File: src/rtl/edmt_pkg.sv
package edmt_pkg;

  // Field widths of the transaction ports.
  localparam int EGGS_W   = 10;
  localparam int FLOORS_W = 10;
  localparam int TRIALS_W = 10;

  // Controller states.
  typedef enum logic [3:0] {
    ST_IDLE,
    ST_CHECK,
    ST_INIT,
    ST_ROW0,
    ST_ROW1,
    ST_CELL,
    ST_COPY_RD,
    ST_COPY_WR,
    ST_SCAN,
    ST_DRAIN,
    ST_CELL_WR,
    ST_ROW_END,
    ST_RES_RD,
    ST_RES_LD,
    ST_DONE
  } state_t;

  // Source of the row write data.
  typedef enum logic [2:0] {
    WD_J,
    WD_ZERO,
    WD_ONE,
    WD_PREV,
    WD_BEST1
  } wd_sel_t;

  // Address of the previous-row read.
  typedef enum logic [1:0] {
    PA_XM1,
    PA_J,
    PA_K
  } pa_sel_t;

  // Source of the result register.
  typedef enum logic [1:0] {
    RES_ZERO,
    RES_ONE,
    RES_K,
    RES_MEM
  } res_sel_t;

  // Commands from the controller to the datapath.
  typedef struct packed {
    logic     load;
    logic     j_clr;
    logic     j_inc;
    logic     i_set2;
    logic     i_inc;
    logic     x_set1;
    logic     x_inc;
    logic     best_clr;
    logic     scan_rd;
    pa_sel_t  pa_sel;
    logic     wr_en;
    logic     wr_prev;
    wd_sel_t  wd_sel;
    logic     swap;
    logic     res_ld;
    res_sel_t res_sel;
  } cmd_t;

  // Status from the datapath to the controller.
  typedef struct packed {
    logic k_zero;
    logic k_one;
    logic n_zero;
    logic n_one;
    logic j_eq_k;
    logic x_eq_j;
    logic i_gt_j;
    logic i_eq_n;
  } stat_t;

endpackage

File: src/rtl/edmt_ctrl.sv
module edmt_ctrl (
  input  logic            clk,
  input  logic            rst_n,
  input  logic            start,
  input  edmt_pkg::stat_t stat,
  output edmt_pkg::cmd_t  cmd,
  output logic            busy,
  output logic            out_valid
);

  import edmt_pkg::*;

  state_t state_r;
  state_t state_nxt;

  // State register.
  always_ff @(posedge clk) begin
    if (!rst_n) begin
      state_r <= ST_IDLE;
    end else begin
      state_r <= state_nxt;
    end
  end

  // Next-state logic.
  always_comb begin
    state_nxt = state_r;
    case (state_r)
      ST_IDLE: begin
        if (start) state_nxt = ST_CHECK;
      end
      ST_CHECK: begin
        if (stat.k_zero || stat.k_one || stat.n_zero || stat.n_one) begin
          state_nxt = ST_DONE;
        end else begin
          state_nxt = ST_INIT;
        end
      end
      ST_INIT: begin
        if (stat.j_eq_k) state_nxt = ST_ROW0;
      end
      ST_ROW0:    state_nxt = ST_ROW1;
      ST_ROW1:    state_nxt = ST_CELL;
      ST_CELL: begin
        state_nxt = stat.i_gt_j ? ST_COPY_RD : ST_SCAN;
      end
      ST_COPY_RD: state_nxt = ST_COPY_WR;
      ST_SCAN: begin
        if (stat.x_eq_j) state_nxt = ST_DRAIN;
      end
      ST_DRAIN:   state_nxt = ST_CELL_WR;
      ST_COPY_WR, ST_CELL_WR: begin
        state_nxt = stat.j_eq_k ? ST_ROW_END : ST_CELL;
      end
      ST_ROW_END: begin
        state_nxt = stat.i_eq_n ? ST_RES_RD : ST_ROW0;
      end
      ST_RES_RD:  state_nxt = ST_RES_LD;
      ST_RES_LD:  state_nxt = ST_DONE;
      ST_DONE:    state_nxt = ST_IDLE;
      default:    state_nxt = ST_IDLE;
    endcase
  end

  // Command decode.
  always_comb begin
    cmd          = '0;
    cmd.pa_sel   = PA_XM1;
    cmd.wd_sel   = WD_J;
    cmd.res_sel  = RES_ZERO;
    busy         = (state_r != ST_IDLE);
    out_valid    = (state_r == ST_DONE);
    case (state_r)
      ST_IDLE: begin
        cmd.load = start;
      end
      ST_CHECK: begin
        cmd.res_ld = 1'b1;
        if (stat.k_zero) begin
          cmd.res_sel = RES_ZERO;
        end else if (stat.k_one) begin
          cmd.res_sel = RES_ONE;
        end else if (stat.n_zero) begin
          cmd.res_sel = RES_ZERO;
        end else begin
          cmd.res_sel = RES_K;
        end
      end
      ST_INIT: begin
        // One-egg row: each entry holds its own floor count.
        cmd.wr_en   = 1'b1;
        cmd.wr_prev = 1'b1;
        cmd.wd_sel  = WD_J;
        if (stat.j_eq_k) begin
          cmd.j_clr  = 1'b1;
          cmd.i_set2 = 1'b1;
        end else begin
          cmd.j_inc = 1'b1;
        end
      end
      ST_ROW0: begin
        cmd.wr_en  = 1'b1;
        cmd.wd_sel = WD_ZERO;
        cmd.j_inc  = 1'b1;
      end
      ST_ROW1: begin
        cmd.wr_en  = 1'b1;
        cmd.wd_sel = WD_ONE;
        cmd.j_inc  = 1'b1;
      end
      ST_CELL: begin
        cmd.x_set1   = 1'b1;
        cmd.best_clr = 1'b1;
        cmd.pa_sel   = PA_J;
      end
      ST_COPY_RD: begin
        cmd.pa_sel = PA_J;
      end
      ST_SCAN: begin
        cmd.pa_sel  = PA_XM1;
        cmd.scan_rd = 1'b1;
        cmd.x_inc   = 1'b1;
      end
      ST_COPY_WR, ST_CELL_WR: begin
        cmd.wr_en  = 1'b1;
        cmd.wd_sel = (state_r == ST_COPY_WR) ? WD_PREV : WD_BEST1;
        cmd.j_inc  = !stat.j_eq_k;
      end
      ST_ROW_END: begin
        cmd.swap  = 1'b1;
        cmd.j_clr = 1'b1;
        cmd.i_inc = !stat.i_eq_n;
      end
      ST_RES_RD: begin
        cmd.pa_sel = PA_K;
      end
      ST_RES_LD: begin
        cmd.res_ld  = 1'b1;
        cmd.res_sel = RES_MEM;
      end
      default: begin
      end
    endcase
  end

endmodule

File: config.mk
export PLATFORM = sky130hd
export DESIGN_NAME = edmt_ctrl
export DESIGN_NICKNAME = d
export VERILOG_FILES = /design/src/rtl/edmt_pkg.sv /design/src/rtl/edmt_ctrl.sv
export SDC_FILE = /design/constraint.sdc
export NUM_CORES = 1
export LEC_CHECK = 0
export ABC_AREA = 1
export BUFFER_PORTS_ARGS = -buffer_cell sky130_fd_sc_hd__buf_2
export CELL_PAD_IN_SITES_DETAIL_PLACEMENT = 1
export CELL_PAD_IN_SITES_GLOBAL_PLACEMENT = 1
export CORE_MARGIN = 8
export CORE_UTILIZATION = 23
export DETAILED_ROUTE_END_ITERATION = 8
export HOLD_SLACK_MARGIN = 0.15
export PLACE_DENSITY = 0.77
export RECOVER_POWER = 25
export SLEW_MARGIN = 20
export SYNTH_ARGS = -nofsm -noshare
export SYNTH_HDL_FRONTEND = slang
export SYNTH_SLANG_ARGS = --single-unit
File: constraint.sdc
create_clock -name clk -period 1.87 [get_ports clk]
set_clock_uncertainty 0.2 [all_clocks]
set_input_delay 0.0935 -clock clk [delete_from_list [all_inputs] [get_ports clk]]
set_output_delay 0.0935 -clock clk [all_outputs]
set_load 0.005 [all_outputs]
==> flow_summary.toml <==
[critical_path]
timing_worst_setup_path_type = "reg2out"
critPathRequiredTime_ns = 1.58
critPathLaunch = "state_r[3]"
critPathLaunchType = "flip-flop"
slowest_stage = "dfxtp_1"
endpoint_kind = "output pin"
r2r-start = "state_r[3]"
critPathMaxStageDelay_ns = 0.44
crit_arrival_ns = 1.44
critical_path_buf_inv_count = 2
cp_top_family = "flip-flops"
crit_fanout = 6
path_cells = "inv_1 > nand2_1 > nor2_1 > a21oi_2 > nand3_1 > buf_2"

[clock_tree]
cts_max_path_buffers = 2
cts_setup_buffers = 0
numCtsBuffers = 3
clkTransAtPathRegs_ns = 0.04
cts_tree = "built"
clock-sinks = 4
htree_num_levels = 1
root_buffer = "clkbuf_4"
clock_latency_ns = 0.23

[floorplan]
core_area_um2 = 1960
initial_core_util = 0.244
die_w_um = 61.6
pin_count = 33
die-area_um2 = 3800
rows = 16
die_h_um = 61.6

[placed_design]
port_buffers = 32
placed_cell_area_um2 = 658
place.gp.congestion = 0.889
hpwl_um = 1730
dp_cells = 153

[run]
cap_violations = 0

[logic_synthesis]
ys_types = 19
yosys_warnings = 0
synthMuxAreaShare = 0
synth_top_area_frac = 0.219
yosysTopAreaCell = "nand2_1"
syn_avg_cell_area_um2 = 4.99
yosysSeqAreaShare = 0.167
synth-simple-area-share = 0.556
synthTopCellsByArea = "nand2_1, nor2_1, dfxtp_1, inv_1, nand3_1"
synth_compound_area_frac = 0.104
synthCells = 96
synth_edf_count = 0
synth_top_family_by_area = "simple AND/OR/NAND/NOR gates"
synth-main-ff-cell = "dfxtp_1"
yosys_register_bits = 4
synth_fa_ha_area_frac = 0
synth_common_cells = "nand2_1, nor2_1, inv_1"
synth_xor_area_frac = 0
synth.most_common_cell = "nand2_1"
synthesis.nets = 107
synthArstFlopShare = 0
netlist_area_um2 = 479

[power_and_ir_drop]
p_clk_frac = 0.113
pwr-share-comb = 0.696
p_leak_nw = 0.490
power.density_nw_per_um2 = 1220
p_switching_mw = 0.505
finalPower_mw = 0.949
ir_worst_vdd_v = 0.000545
pwr-share-seq = 0.191
power.internal_mw = 0.444
p_sw_frac = 0.532

[grt]
grt_pass1_vias = 793
globalRouteOverflowTotal = 0
grt_max_degree = 7
grt_pass1_wl_um = 3340
grt_use_total = 0.116
antenna_found_initial = 0

[sta]
final-hold-violation-count = 0
worst_slew_pin_slew_ns = 0.254
fin_crit_sh = 0.929
slew_headroom = 0.830
maxSlewViolCount = 0
fin_crit_ns = 1.74
final-setup-viol-count = 0
holdWs_ns = 0.461
max_freq_ghz = 0.576

[finish]
top_regs = "state_r (4)"
final_layout_size_suffix_gt1_frac = 0.309
finalNonFillerCells = 166
fin_nets = 152
finish.instance_area_um2 = 779
largest_reg_flops = 4
area_delta_synth_final_pct = 62.7
fillers = 307
diodes = 0
regMostFlops = "state_r"

[min_path]
min_from = "rst_n"
hold_class = "in2reg"

[routing]
antenna_left = 0
totalWireLength_um = 2210
drt_pass1_iterations = 4
vias = 749
vias_per_cell = 4.51
drt_iter0_drc = 12
wire_per_inst_um = 13.3
drc = 0

[outcome]
outcome = "finished clean"
[cell usage in the layout (no fill, tap or decap), types with 3 or more instances in the layout]
cell type | Yosys | layout
clkbuf_4 | 0 | 3
nor2_1 | 23 | 22
dfxtp_1 | 4 | 3
dlygate4sd3_1 | 0 | 10
nand2_1 | 28 | 29
nor2_2 | 3 | 4
inv_1 | 14 | 15
inv_2 | 4 | 3
buf_2 | 0 | 30
nand3_1 | 5 | 5
[what timing repair did]
action,CTS,global route
endpoints found under the setup margin,0,2
endpoints found under the hold margin,4,0
hold buffers,10,0
resized for setup,0,2
[power by group through the flow]
stage          registers (mW)  clock network (mW)  logic, mW
4_1_cts                 0.179               0.115      0.656
6_report                0.181               0.107      0.661
3_5_place_dp            0.180                   0      0.635
5_1_grt                 0.189               0.115      0.740
3_3_place_gp            0.174                   0      0.629
2_1_floorplan           0.167                   0      0.411
[per-stage QoR]
step	util	worst slack [ns]	setup TNS, ns
2_1_floorplan	-	0.569	0
3_3_place_gp	0.335	0.296	0
3_5_place_dp	0.335	0.290	0
4_1_cts	0.398	0.0318	0
5_1_grt	0.397	-0.0106	-0.0106
6_report	0.397	0.133	0
[layer usage]
layer	GRT usage	wire length, µm	up-vias
li1	-	-	377
met1	0.123	904	352
met2	0.217	1170	20
met3	0.0167	132	0
met4	0.0487	0	0
met5	0	0	-
[kinds of logic (layout without fill, tap and decap cells)]
group	after synthesis	after routing
DFF	4	4
AOI/OAI and AO/OA	8	8
and+or+nand+nor	64	64
buffers and inverters	20	63
[tightest hold or removal path, stage by stage]
cell and delay, ns:
dlygate4sd3_1 0.51, buf_2 0.09, inv_1 0.06, nor2_1 0.10
[cell type report]
| type | instances | area [µm²] | area share |
|---|---|---|---|
| flip-flops and latches | 4 | 81.3 | 0.104 |
| inverters | 18 | 67.6 | 0.0867 |
| well taps | 27 | 33.8 | 0.0433 |
| repair buffers | 42 | 258 | 0.331 |
| clock buffers | 3 | 22.5 | 0.0289 |
| multi-input cells | 72 | 317 | 0.406 |
[path summary, 6_finish.rpt]
path | end | slack, ns | cells after the start
worst max register to register | state_r[2] | 0.32 | 7
worst max-delay path | cmd[8] | 0.13 | 6
worst min register to register | state_r[3] | 0.47 | 3
worst min-delay path | state_r[1] | 0.46 | 4
Power figures use the tool's default switching activity.
